==> src/rtl/fpcvt_pkg.sv <==
// ---------------------------------------------------------------------------
// fpcvt_pkg
// Types and constants shared by the single/half precision format converter.
// ---------------------------------------------------------------------------
`default_nettype none

package fpcvt_pkg;

  // Conversion direction codes.
  localparam logic FUNC_NARROW = 1'b0;  // single to half
  localparam logic FUNC_WIDEN  = 1'b1;  // half to single

  // Special bit patterns.
  localparam logic [14:0] HALF_INF   = 15'h7C00;
  localparam logic [14:0] HALF_QUIET = 15'h0200;
  localparam logic [30:0] SGL_INF    = 31'h7F80_0000;

  // Single exponent thresholds for narrowing.
  localparam logic [7:0] SGL_EXP_MAX  = 8'hFF;  // NaN or infinity
  localparam logic [7:0] SGL_EXP_OVF  = 8'd143; // half exponent 31 or more
  localparam logic [7:0] SGL_EXP_TINY = 8'd102; // below this flushes to zero
  localparam logic [7:0] SGL_EXP_SUB  = 8'd112; // at or below: half subnormal
  localparam logic [7:0] SUB_SH_BASE  = 8'd126; // shift = base - exponent
  localparam logic [7:0] EXP_REBIAS   = 8'd112; // 127 - 15

  // Half exponent field of NaN and infinity.
  localparam logic [4:0] HALF_EXP_MAX = 5'h1F;

  // Width of the leading zero count of a half mantissa.
  localparam int LZ_W = 4;

  // Stage 1: decoded operand.
  typedef struct packed {
    logic            func;
    logic            sign;
    logic            fixed;   // result already known
    logic [31:0]     res;     // known result when fixed
    logic            sub;     // narrowing into a half subnormal
    logic [4:0]      sh;      // right shift for a half subnormal
    logic [4:0]      ex;      // half exponent for a normal result
    logic [23:0]     mant;    // single mantissa, or half mantissa in low bits
    logic [LZ_W-1:0] lz;      // leading zeros of a subnormal half mantissa
  } s1_t;

  // Stage 2: shifted mantissa and rounding decision.
  typedef struct packed {
    logic        func;
    logic        fixed;
    logic [31:0] res;
    logic        sign;
    logic [4:0]  ex;
    logic [10:0] q;
    logic        rnd;
  } s2_t;

endpackage

`default_nettype wire

==> src/rtl/fp32_fp16_format_converter.sv <==
// ---------------------------------------------------------------------------
// fp32_fp16_format_converter
// IEEE single/half precision bit-pattern converter in a three-stage pipeline.
// ---------------------------------------------------------------------------
// Usage:
//   Input beats carry in_func (0: single to half, 1: half to single) and
//   in_value; a half source is taken from the low 16 bits. Each input beat
//   yields exactly one output beat on out_converted, in order. A half result
//   sits in the low 16 bits with the upper 16 bits zero.
//   Narrowing rounds to nearest even, flushes very small values to signed
//   zero, overflows to signed infinity and turns any NaN into a quiet NaN.
//   Widening is exact.
//   Each beat passes stage registers one, two and three. Unstalled, the
//   pipeline takes one beat per cycle; stage one decodes and counts leading
//   zeros, stage two shifts and decides rounding, stage three adds the round
//   bit. Reset clears all stage valid bits, so no output beat appears until
//   new input arrives. When the receiver holds out_ready low the stages fill
//   up behind the output register and in_ready drops only once all three
//   stages hold a beat; nothing is dropped or repeated.
// ---------------------------------------------------------------------------
`default_nettype none

module fp32_fp16_format_converter (
  input  wire logic        clk,
  input  wire logic        rst_n,
  input  wire logic        in_valid,
  output logic             in_ready,
  input  wire logic        in_func,
  input  wire logic [31:0] in_value,
  output logic             out_valid,
  input  wire logic        out_ready,
  output logic      [31:0] out_converted
);
  import fpcvt_pkg::*;

  logic        v1_r, v2_r, v3_r;
  logic        rdy1, rdy2, rdy3;
  s1_t         s1_r, s1_nxt;
  s2_t         s2_r, s2_nxt;
  logic [31:0] s3_res_r, s3_res_nxt;
  logic        s3_func_r;

  logic [LZ_W-1:0] lz;

  // Stage advance: a stage takes new data when it is empty or draining.
  assign rdy3     = !v3_r || out_ready;
  assign rdy2     = !v2_r || rdy3;
  assign rdy1     = !v1_r || rdy2;
  assign in_ready = rdy1;

  always_ff @(posedge clk) begin
    if (!rst_n) begin
      v1_r <= 1'b0;
      v2_r <= 1'b0;
      v3_r <= 1'b0;
    end else begin
      if (rdy1) v1_r <= in_valid;
      if (rdy2) v2_r <= v1_r;
      if (rdy3) v3_r <= v2_r;
    end
  end

  fpcvt_lzc u_lzc (
    .mant (in_value[9:0]),
    .cnt  (lz)
  );

  // Stage 1: classify the operand and settle the special cases.
  always_comb begin
    logic [7:0] bexp;
    logic [7:0] shf;
    logic [7:0] exn;
    logic [4:0] hex;
    bexp = in_value[30:23];
    shf  = SUB_SH_BASE - bexp;
    exn  = bexp - EXP_REBIAS;
    hex  = in_value[14:10];

    s1_nxt       = '0;
    s1_nxt.func  = in_func;
    s1_nxt.lz    = lz;
    if (in_func == FUNC_NARROW) begin
      s1_nxt.sign = in_value[31];
      s1_nxt.mant = {1'b0, in_value[22:0]};
      if (bexp == SGL_EXP_MAX) begin
        s1_nxt.fixed = 1'b1;
        s1_nxt.res   = {16'b0, in_value[31],
                        HALF_INF | ((in_value[22:0] != '0) ? HALF_QUIET : 15'h0)};
      end else if (bexp >= SGL_EXP_OVF) begin
        s1_nxt.fixed = 1'b1;
        s1_nxt.res   = {16'b0, in_value[31], HALF_INF};
      end else if (bexp < SGL_EXP_TINY) begin
        s1_nxt.fixed = 1'b1;
        s1_nxt.res   = {16'b0, in_value[31], 15'h0};
      end else if (bexp <= SGL_EXP_SUB) begin
        s1_nxt.sub  = 1'b1;
        s1_nxt.sh   = shf[4:0];
        s1_nxt.mant = {1'b1, in_value[22:0]};
      end else begin
        s1_nxt.ex = exn[4:0];
      end
    end else begin
      s1_nxt.sign = in_value[15];
      s1_nxt.mant = {14'b0, in_value[9:0]};
      if (hex == '0) begin
        if (in_value[9:0] == '0) begin
          s1_nxt.fixed = 1'b1;
          s1_nxt.res   = {in_value[15], 31'h0};
        end
      end else if (hex == HALF_EXP_MAX) begin
        s1_nxt.fixed = 1'b1;
        s1_nxt.res   = {in_value[15], SGL_INF | {8'h0, in_value[9:0], 13'h0}};
      end else begin
        s1_nxt.fixed = 1'b1;
        s1_nxt.res   = {in_value[15], {3'b0, hex} + EXP_REBIAS, in_value[9:0], 13'h0};
      end
    end
  end

  always_ff @(posedge clk) begin
    if (rdy1) s1_r <= s1_nxt;
  end

  // Stage 2: align the mantissa and form guard and sticky bits; widening normalizes here.
  always_comb begin
    logic [23:0] shq;
    logic [23:0] shg;
    logic [23:0] smask;
    logic        guard;
    logic        sticky;
    logic [10:0] nm;
    logic [7:0]  wexp;
    shq    = s1_r.mant >> s1_r.sh;
    shg    = s1_r.mant >> (s1_r.sh - 5'd1);
    smask  = (24'd1 << (s1_r.sh - 5'd1)) - 24'd1;
    nm     = {1'b0, s1_r.mant[9:0]} << ({1'b0, s1_r.lz} + 5'd1);
    wexp   = EXP_REBIAS - {4'b0, s1_r.lz};
    guard  = 1'b0;
    sticky = 1'b0;

    s2_nxt       = '0;
    s2_nxt.func  = s1_r.func;
    s2_nxt.fixed = s1_r.fixed;
    s2_nxt.res   = s1_r.res;
    s2_nxt.sign  = s1_r.sign;
    if (s1_r.func == FUNC_WIDEN) begin
      if (!s1_r.fixed) begin
        s2_nxt.fixed = 1'b1;
        s2_nxt.res   = {s1_r.sign, wexp, nm[9:0], 13'h0};
      end
    end else if (s1_r.sub) begin
      guard       = shg[0];
      sticky      = |(s1_r.mant & smask);
      s2_nxt.ex   = '0;
      s2_nxt.q    = shq[10:0];
      s2_nxt.rnd  = guard && (sticky || shq[0]);
    end else begin
      guard       = s1_r.mant[12];
      sticky      = |s1_r.mant[11:0];
      s2_nxt.ex   = s1_r.ex;
      s2_nxt.q    = {1'b0, s1_r.mant[22:13]};
      s2_nxt.rnd  = guard && (sticky || s1_r.mant[13]);
    end
  end

  always_ff @(posedge clk) begin
    if (rdy2) s2_r <= s2_nxt;
  end

  // Stage 3: add the round bit; a mantissa carry steps the exponent up.
  always_comb begin
    logic [14:0] mag;
    mag = {s2_r.ex, 10'h0} + {4'b0, s2_r.q} + {14'b0, s2_r.rnd};
    if (s2_r.fixed) begin
      s3_res_nxt = s2_r.res;
    end else begin
      s3_res_nxt = {16'b0, s2_r.sign, mag};
    end
  end

  always_ff @(posedge clk) begin
    if (rdy3) begin
      s3_res_r  <= s3_res_nxt;
      s3_func_r <= s2_r.func;
    end
  end

  assign out_valid     = v3_r;
  assign out_converted = s3_res_r;

`ifndef NO_ASSERTIONS
  // A half result never has bits in the upper half-word.
  a_narrow_upper_zero: assert property (@(posedge clk) disable iff (!rst_n)
    (out_valid && (s3_func_r == FUNC_NARROW)) |-> (out_converted[31:16] == 16'h0))
    else $error("narrowed result has upper bits set");

  // An accepted input beat always lands in stage one.
  a_accept_lands: assert property (@(posedge clk) disable iff (!rst_n)
    (in_valid && in_ready) |=> v1_r)
    else $error("accepted beat lost at stage one");

  // A stalled output with a full pipeline blocks the input.
  a_full_blocks: assert property (@(posedge clk) disable iff (!rst_n)
    (v1_r && v2_r && v3_r && !out_ready) |-> !in_ready)
    else $error("input taken while pipeline is full and stalled");

  // Reset empties the pipeline.
  a_reset_empty: assert property (@(posedge clk)
    !rst_n |=> !out_valid)
    else $error("output valid right after reset");
`endif

endmodule

`default_nettype wire

==> src/rtl/fpcvt_lzc.sv <==
// ---------------------------------------------------------------------------
// fpcvt_lzc
// Leading zero count of a ten-bit half mantissa, used to normalize subnormals.
// ---------------------------------------------------------------------------
`default_nettype none

module fpcvt_lzc (
  input  wire logic [9:0]                  mant,
  output logic      [fpcvt_pkg::LZ_W-1:0]  cnt
);
  import fpcvt_pkg::*;

  // Priority encode the highest set bit; the last match wins.
  always_comb begin
    cnt = LZ_W'(9);
    for (int i = 0; i < 10; i++) begin
      if (mant[i]) begin
        cnt = LZ_W'(9 - i);
      end
    end
  end

endmodule

`default_nettype wire

==> config.mk <==
export PLATFORM = sky130hd
export DESIGN_NAME = fp32_fp16_format_converter
export DESIGN_NICKNAME = d
export VERILOG_FILES = /design/src/rtl/fpcvt_pkg.sv /design/src/rtl/fp32_fp16_format_converter.sv /design/src/rtl/fpcvt_lzc.sv
export SDC_FILE = /design/constraint.sdc
export NUM_CORES = 1
export LEC_CHECK = 0
export ABC_AREA = 1
export ABC_CLOCK_PERIOD_IN_PS = 6150
export BUFFER_PORTS_ARGS = -buffer_cell sky130_fd_sc_hd__buf_2
export CAP_MARGIN = 20
export CELL_PAD_IN_SITES_DETAIL_PLACEMENT = 1
export CELL_PAD_IN_SITES_GLOBAL_PLACEMENT = 1
export CORE_MARGIN = 2
export CORE_UTILIZATION = 40
export CTS_CLUSTER_SIZE = 25
export DETAILED_ROUTE_END_ITERATION = 10
export PLACE_DENSITY = 0.69
export SLEW_MARGIN = 40
export SYNTH_ARGS = -nofsm -noshare
export SYNTH_HDL_FRONTEND = slang
export SYNTH_HIERARCHICAL = 1
export SYNTH_SLANG_ARGS = --single-unit
==> constraint.sdc <==
create_clock -name clk -period 6.15 [get_ports clk]
set_input_delay 1.23 -clock clk [delete_from_list [all_inputs] [get_ports clk]]
set_output_delay 1.23 -clock clk [all_outputs]
set_load 0.02 [all_outputs]
==> flow_summary_export.csv, run 1 <==
group,metric,value,unit
outcome,outcome,"completed",
pwr,power.static_leakage,4.440,nW
logic_synthesis,synth-seq-area-share,47.88,%
timing,fin_worst_skew,0.02213,ns
timing,hold_viol,0,
pwr,cellInternalPower,0.001734,W
logic_synthesis,syn_nets,1083,
cts,clock_tree.root_cell,"clkbuf_16",
timing,setup-tns-final,0,ns
pwr,power_per_cell_area,258.0,nW/um^2
setup_path,worst-setup-path-type,"reg -> reg",
timing,timing.final.crit_period,4.140,ns
pwr,proportion_of_power_drawn_by_the_clock_network,42.5,%
setup_path,worst_setup_path_end_kind,"flip-flop",
global_routing,global_route.usage.total,24.06,%
die,dieWidth,147.9,um
cts,post_cts.resized_instances,0,
layout,layout-drive-gt1-share,14.18,%
logic_synthesis,synth_largest_area_cell,"edfxtp_1",
placed_design,hpwlAfterDp,19.36,mm
global_routing,largest_net_degree_at_the_start_of_global_routing,62,
global_routing,grt_pass1_wl,40.31,mm
logic_synthesis,synth_flop_cell,"edfxtp_1",
job,maxCapViolCount,0,
pwr,pwr-share-seq,44.5,%
pwr,netSwitchingFraction,29.36,%
timing,worstMarginPinSlew,0.7706,ns
die,row_count,52,
detailed_routing,routed_wl,25.85,mm
timing,grt_setup_unrepaired,"no",
logic_synthesis,synthDistinctLibCells,50,
die,ioPinCount,71,
detailed_routing,route.vias.total,7336,
layout,flow.area_growth_from_synthesis,14.92,%
timing,final-max-slew-violation-count,0,
cts,cts.repair_timing.setup_buffer_count,0,
detailed_routing,drt_pre_antenna_iters,5,
cts,max-clock-path-buffers,2,
setup_path,worst_path_most_repeated_cell,"nand2_1",
layout,design_area,9513,um^2
setup_path,cp-start-kind,"flip-flop",
die,floorplan.initialDensity,40.78,%
min_path,hold_path.class,"reg -> reg",
setup_path,critical_path.top_delay_family,"simple AND/OR/NAND/NOR gates",
setup_path,critPathSlowestCell,"edfxtp_1",
placed_design,port_buffers,70,
logic_synthesis,syn-cell-area,8278,um^2
logic_synthesis,ys_async_sr_fraction,0,%
logic_synthesis,synth-seq-cells,133,
cts,clock_insertion_delay_worst_skew,0.44,ns
cts,clock-sinks,133,
die,core,20300,um^2
pwr,design_power_total,0.002454,W
detailed_routing,route.detailed.drc,0,
cts,numCtsBuffers,17,
global_routing,antenna_found_initial,0,
cts,clock_tree.htree_level_count,4,
logic_synthesis,postSynthCellCount,1033,
timing,number_of_setup_violations_in_the_final_report,0,
cts,tritoncts,"done",
global_routing,grt_overflow_total,0,
setup_path,timing.critical_path.slowest_cell_delay,0.78,ns
detailed_routing,final_routed_wire_length_divided_by_cell_count,18.67,um
detailed_routing,dr.first_iter.drc_count,455,
logic_synthesis,synthesis.area_per_instance,8.013,um^2
global_routing,first_global_vias,7367,
global_routing,met3_usage,4.167,%
placed_design,placed_area,8890,um^2
timing,maximum_clock_frequency,241.6,MHz
cts,clock_input_transition_at_the_sequential_cells_of_the_worst_setup_and_hold_paths,0.07,ns
logic_synthesis,synth-edff-count,130,
layout,n_antenna_cell,0,
die,die_area,21860,um^2
detailed_routing,drt-vias-per-instance,5.301,
setup_path,cp_data_required_time,6.34,ns
logic_synthesis,most_instantiated_library_cell_after_synthesis,"nand2_1",
setup_path,worstPathCellList,"inv_1 -> ha_1 -> inv_2 -> nand2_2 -> nand2_4 -> inv_6 -> nor2_2 -> nand2_2 -> ha_1 -> nand2_1 -> nor2_4 -> nand2_1 -> nand2_1 -> nand3_1 -> nand2_1 -> nor2_1 -> nand3_1 -> nor2_1 -> nand2_1 -> nand2_1 -> nand2_1",
logic_synthesis,synth.yosys.warnings,6,
global_routing,groute.layer.met2.usage,39.72,%
die,die_height,147.9,um
pwr,power_switching,0.0007205,W
timing,max_slew_margin,48.57,%
cts,cts_hold_buf,0,
detailed_routing,route.antenna.remaining_nets,0,
timing,final_min_period_over_clock_period,67.31,%
pwr,vdd_drop_max,190.1,uV
layout,finalNetCount,1151,
logic_synthesis,ys_top_cells_by_count,"nand2_1 (251), inv_1 (149), edfxtp_1 (130), nor2_1 (125), o21ai_0 (81)",
global_routing,gr-max-usage-layer,"met2",
placed_design,place.gp.congestion,0.8809,
setup_path,worst-endpoint-arrival,4.33,ns
setup_path,critPathMaxFanout,27,
global_routing,global_route.usage.met1,32.67,%
logic_synthesis,netlist.area_leader.share,47.16,%
logic_synthesis,post_synth_main_area_contributors,"edfxtp_1 (47%), nand2_1 (11%), inv_1 (6.8%)",
pwr,combPwrFrac,13.0,%
setup_path,cp.buffers_inverters,3,
timing,hold_slack,0.4633,ns
layout,postLayoutCoreUtil,46.86,%
## logic make-up after synthesis
logic type               after synthesis  synth area share (%)
buffers and inverters                186                 8.872
AND/OR/NAND/NOR                      521                 27.90
flip-flops                           133                 47.88
AO/OA/AOI/OAI                        168                 12.06
XOR/XNOR                               9                0.9523
multiplexers                           3                0.3628
adder cells (fa/ha/maj)               13                 1.965
## metrics by stage
stage,setup WS [ns],instances
after floorplan,1.338,1033
after global placement,2.240,1349
after detailed placement,2.072,1351
after CTS,2.074,1383
after global routing,1.616,1384
final,2.010,1384
## power by group through the flow
| stage | logic (W) | registers, W | clock network (W) |
|---|---|---|---|
| 6_report | 0.000319 | 0.00109 | 0.00104 |
| 3_5_place_dp | 0.000316 | 0.00111 | 0 |
| 4_1_cts | 0.000319 | 0.00109 | 0.00105 |
| 5_1_grt | 0.000354 | 0.00110 | 0.00109 |
| 2_1_floorplan | 0.000196 | 0.00111 | 0 |
| 3_3_place_gp | 0.000309 | 0.00111 | 0 |
## area by class of cell
class	instances	area (um^2)
Clock inverter	15	177.7
Fill cell	2494	10790
Multi-Input combinational cell	714	3583
Clock buffer	17	425.4
Tap cell	270	337.8
Sequential cell	133	3964
Inverter	158	598.1
Timing Repair Buffer	77	426.7
## final timing paths
check | startpoint | endpoint | slack, ns | cells past startpoint
worst min register to register | v2_r$_SDFFE_PN0P_ | out_valid$_SDFFE_PN0P_ | 0.46 | 2
worst max-delay path | s1_r[34]$_SDFFCE_PP0P_ | s2_r[0]$_SDFFCE_PP0P_ | 2.01 | 21
worst min-delay path | v2_r$_SDFFE_PN0P_ | out_valid$_SDFFE_PN0P_ | 0.46 | 2
worst max register to register | s1_r[34]$_SDFFCE_PP0P_ | s2_r[0]$_SDFFCE_PP0P_ | 2.01 | 21
## metal layers
metal / up-vias / wire, um
met1: 3529 / 11820
met4: 0 / 520
met3: 36 / 1170
met2: 183 / 12340
met5: - / 0
li1: 3588 / -
## state kept, by name, summed over array words and instances, names as in the netlist
name	flops
v1_r	1
out_valid	1
out_converted	31
s2_r	39
s1_r	60
v2_r	1
## worst min-delay path: cells and delay by family, from the launching register on
kind,cells,cell delay [ns]
flip-flops,1,0.30
buffers and inverters,1,0.06
AO/OA/AOI/OAI,1,0.06
## placed cells by master, fill, tap and decap left out, types with 11 or more instances in the layout
cell,netlist,final
a21oi_1,31,31
buf_2,4,70
clkbuf_16,0,17
edfxtp_1,130,130
ha_1,13,13
inv_1,149,149
nand2_1,251,250
nand3_1,77,77
nand4_1,18,18
nor2_1,125,125
o211ai_1,11,11
o21ai_0,81,81
Power figures use the tool's default switching activity.
==> run 2: changes to the inputs <==
--- a/config.mk
+++ b/config.mk
@@ -5,8 +5,8 @@
 export SDC_FILE = /design/constraint.sdc
 export NUM_CORES = 1
 export LEC_CHECK = 0
-export ABC_AREA = 1
-export ABC_CLOCK_PERIOD_IN_PS = 6150
+export ABC_AREA = 0
+export ABC_CLOCK_PERIOD_IN_PS = 3750
 export BUFFER_PORTS_ARGS = -buffer_cell sky130_fd_sc_hd__buf_2
 export CAP_MARGIN = 20
 export CELL_PAD_IN_SITES_DETAIL_PLACEMENT = 1
==> constraint.sdc (replaced) <==
create_clock -name clk -period 3.75 [get_ports clk]
set_input_delay 0.75 -clock clk [delete_from_list [all_inputs] [get_ports clk]]
set_output_delay 0.75 -clock clk [all_outputs]
set_load 0.02 [all_outputs]
==> run 2 against run 1 <==
Compared with the run above: clock skew fell by 0.013 ns; sequential share of layout area increased by 0.34 points; register-to-register slack got worse by 1.8 ns; clock power grew 59%; clock-buffer cell count up 1; global-route usage shrank 0.93 points; total power is 58% higher; design area shrank 0.82%.
==> flow_summary_export.csv, run 2 <==
group,metric,value,unit
outcome,outcome,"completed",
die,dieWidth,146.0,um
setup_path,critPathMaxFanout,8,
logic_synthesis,ys_top_cells_by_count,"edfxtp_1 (130), nor2_1 (73), nand2_1 (68), o21ai_0 (42), clkbuf_1 (37)",
pwr,vdd_drop_max,306.8,uV
global_routing,antenna_found_initial,0,
cts,clock-sinks,133,
placed_design,pre_cts_slack,0.1777,ns
logic_synthesis,postSynthCellCount,752,
detailed_routing,maxUsedRoutingLayer,"met4",
setup_path,worst-endpoint-arrival,3.65,ns
logic_synthesis,synth_flop_cell,"edfxtp_1",
placed_design,port_buffers,70,
pwr,power_switching,0.0009920,W
layout,largest_register,"s1_r",
setup_path,worstPathCellList,"buf_4 -> or4b_1 -> o22ai_2 -> or2_1 -> nand3_1 -> ha_2 -> nor2b_1 -> a21oi_1 -> o21ai_0 -> a211oi_1 -> nand4_1 -> nor4_1 -> nor4b_2 -> a41oi_1",
layout,layout-drive-gt1-share,22.86,%
detailed_routing,drt-vias-per-instance,5.794,
timing,setup_ws,0.2480,ns
die,core,19650,um^2
global_routing,global_route.usage.total,23.13,%
timing,max_slew_margin,46.23,%
timing,grt_setup_unrepaired,"no",
placed_design,hpwlAfterDp,17.84,mm
cts,clock_input_transition_at_the_sequential_cells_of_the_worst_setup_and_hold_paths,0.06,ns
pwr,combPwrFrac,11.2,%
detailed_routing,drt_pre_antenna_iters,5,
die,ioPinCount,71,
setup_path,cp_data_required_time,3.90,ns
logic_synthesis,netlist.area_leader.share,48.39,%
layout,final_cell_mix,"edfxtp_1 (130), nor2_1 (72), buf_2 (70), nand2_1 (68), o21ai_0 (42)",
layout,fill_cells,2171,
cts,clock_tree.htree_level_count,4,
logic_synthesis,synth-seq-cells,133,
layout,layout.cells.most_common,"edfxtp_1",
logic_synthesis,post_synth_main_area_contributors,"edfxtp_1 (48%), mux4_2 (6.1%), mux2i_1 (3.6%)",
setup_path,worst-setup-path-type,"reg -> reg",
layout,postLayoutCoreUtil,48.01,%
die,row_count,51,
detailed_routing,route.vias.total,6402,
logic_synthesis,syn_nets,802,
timing,final_min_period_over_clock_period,93.39,%
setup_path,timing.critical_path.slowest_cell_delay,0.52,ns
timing,timing.final.crit_period,3.502,ns
logic_synthesis,synthDistinctLibCells,68,
timing,fin_worst_skew,0.009199,ns
timing,setup-tns-final,0,ns
job,maxCapViolCount,0,
logic_synthesis,ys_async_sr_fraction,0,%
pwr,netSwitchingFraction,25.59,%
logic_synthesis,synth-edff-count,130,
global_routing,first_global_vias,6479,
timing,worstMarginPinSlew,0.8038,ns
layout,fin_cells,1105,
timing,hold_viol,0,
setup_path,critPathSlowestCell,"or4b_1",
pwr,design_power_total,0.003876,W
detailed_routing,routed_wl,24.41,mm
detailed_routing,routed_length_on_met2,11.29,mm
layout,finalNetCount,877,
cts,clock_tree.root_cell,"clkbuf_16",
placed_design,post-place-cells,1069,
logic_synthesis,synth.yosys.warnings,6,
detailed_routing,route.antenna.remaining_nets,0,
placed_design,place.gp.congestion,0.9256,
logic_synthesis,synth_largest_area_cell,"edfxtp_1",
pwr,power.static_leakage,3.731,nW
detailed_routing,final_routed_wire_length_divided_by_cell_count,22.09,um
detailed_routing,dr.first_iter.drc_count,430,
timing,final-max-slew-violation-count,0,
logic_synthesis,syn-cell-area,8066,um^2
min_path,hold_path.class,"reg -> reg",
detailed_routing,met3RoutedLength,1.472,mm
die,floorplan.initialDensity,41.04,%
pwr,proportion_of_power_drawn_by_the_clock_network,42.5,%
pwr,power_per_cell_area,410.8,nW/um^2
cts,max-clock-path-buffers,2,
die,die_area,21320,um^2
logic_synthesis,most_instantiated_library_cell_after_synthesis,"edfxtp_1",
global_routing,grt_pass1_wl,37.76,mm
setup_path,worst_setup_path_end_kind,"flip-flop",
layout,flow.area_growth_from_synthesis,16.97,%
pwr,pwr-share-seq,46.3,%
cts,clock_insertion_delay_worst_skew,0.42,ns
pwr,cellInternalPower,0.002884,W
timing,maximum_clock_frequency,285.6,MHz
cts,numCtsBuffers,17,
logic_synthesis,synth-seq-area-share,49.14,%
die,die_height,146.0,um
global_routing,grt_overflow_total,0,
layout,largest_register_ffs,60,
cts,tritoncts,"done",
layout,n_antenna_cell,0,
detailed_routing,met1Wirelength,10.93,mm
setup_path,cp-start-kind,"flip-flop",
timing,number_of_setup_violations_in_the_final_report,0,
global_routing,largest_net_degree_at_the_start_of_global_routing,62,
detailed_routing,route.detailed.drc,0,
logic_synthesis,synthesis.area_per_instance,10.73,um^2
## run 2: per-stage QoR
step,instance area (um^2),hold slack (ns)
2_1_floorplan,8124,0.4222
6_report,9435,0.4582
5_1_grt,9435,0.4807
3_5_place_dp,8820,0.4349
3_3_place_gp,8810,0.4298
4_1_cts,9399,0.4500
## run 2: cells by family (layout without fill, tap and decap cells)
logic type      count (synthesis)  after routing  share of synthesized area (%)
simple gates                  298            298                          18.68
xor+xnor                       26             26                          2.823
buf+inv                        68            156                          3.583
compound gates                151            151                          12.35
fa+ha+maj                      13             13                          2.016
mux                            63             63                          11.42
flops                         133            133                          49.14
## run 2: final cells by class
class	count	area [um^2]	area share (%)
sequential	133	3964	42.01
clock inverter	14	150.1	1.591
multi-input combinational	551	3857	40.88
timing repair buffer	109	646.9	6.856
clock buffer	18	429.2	4.548
tap	265	331.6	3.514
inverter	15	56.30	0.5967
## run 2: worst paths after layout
kind / startpoint / endpoint / slack (ns) / cells past startpoint
setup / recovery: s1_r[34]$_SDFFCE_PP0P_ / s2_r[0]$_SDFFCE_PP0P_ / 0.25 / 14
hold / removal: s1_r[72]$_DFFE_PP_ / s2_r[17]$_DFFE_PP_ / 0.46 / 0
setup reg to reg: s1_r[34]$_SDFFCE_PP0P_ / s2_r[0]$_SDFFCE_PP0P_ / 0.25 / 14
hold reg to reg: s1_r[72]$_DFFE_PP_ / s2_r[17]$_DFFE_PP_ / 0.46 / 0
## run 2: critical path: cells and delay by family, from the launching register on
kind / cells / cell delay [ns]
flip-flops: 1 / 0.43
adder cells (fa/ha/maj): 1 / 0.33
buffers and inverters: 1 / 0.20
AO/OA/AOI/OAI: 5 / 0.74
AND/OR/NAND/NOR: 7 / 1.53
## run 2: power by group through the flow
stage / sequential (W) / clock, W / combinational [W]
2_1_floorplan: 0.00182 / 0 / 0.000257
3_3_place_gp: 0.00182 / 0 / 0.000414
3_5_place_dp: 0.00183 / 0 / 0.000427
4_1_cts: 0.00180 / 0.00167 / 0.000429
5_1_grt: 0.00180 / 0.00173 / 0.000471
6_report: 0.00180 / 0.00165 / 0.000434
## run 2: layer usage
metal | vias up | global-route usage, %
li1 | 2952 | -
met5 | - | 0
met1 | 3197 | 31.49
met2 | 209 | 36.75
met4 | 0 | 8.641
met3 | 44 | 4.608
## run 2: repair_timing
item                       CTS  global route
resized for setup            0             1
hold buffers                 0             0
setup endpoints to repair    0             1
setup buffers                0             3
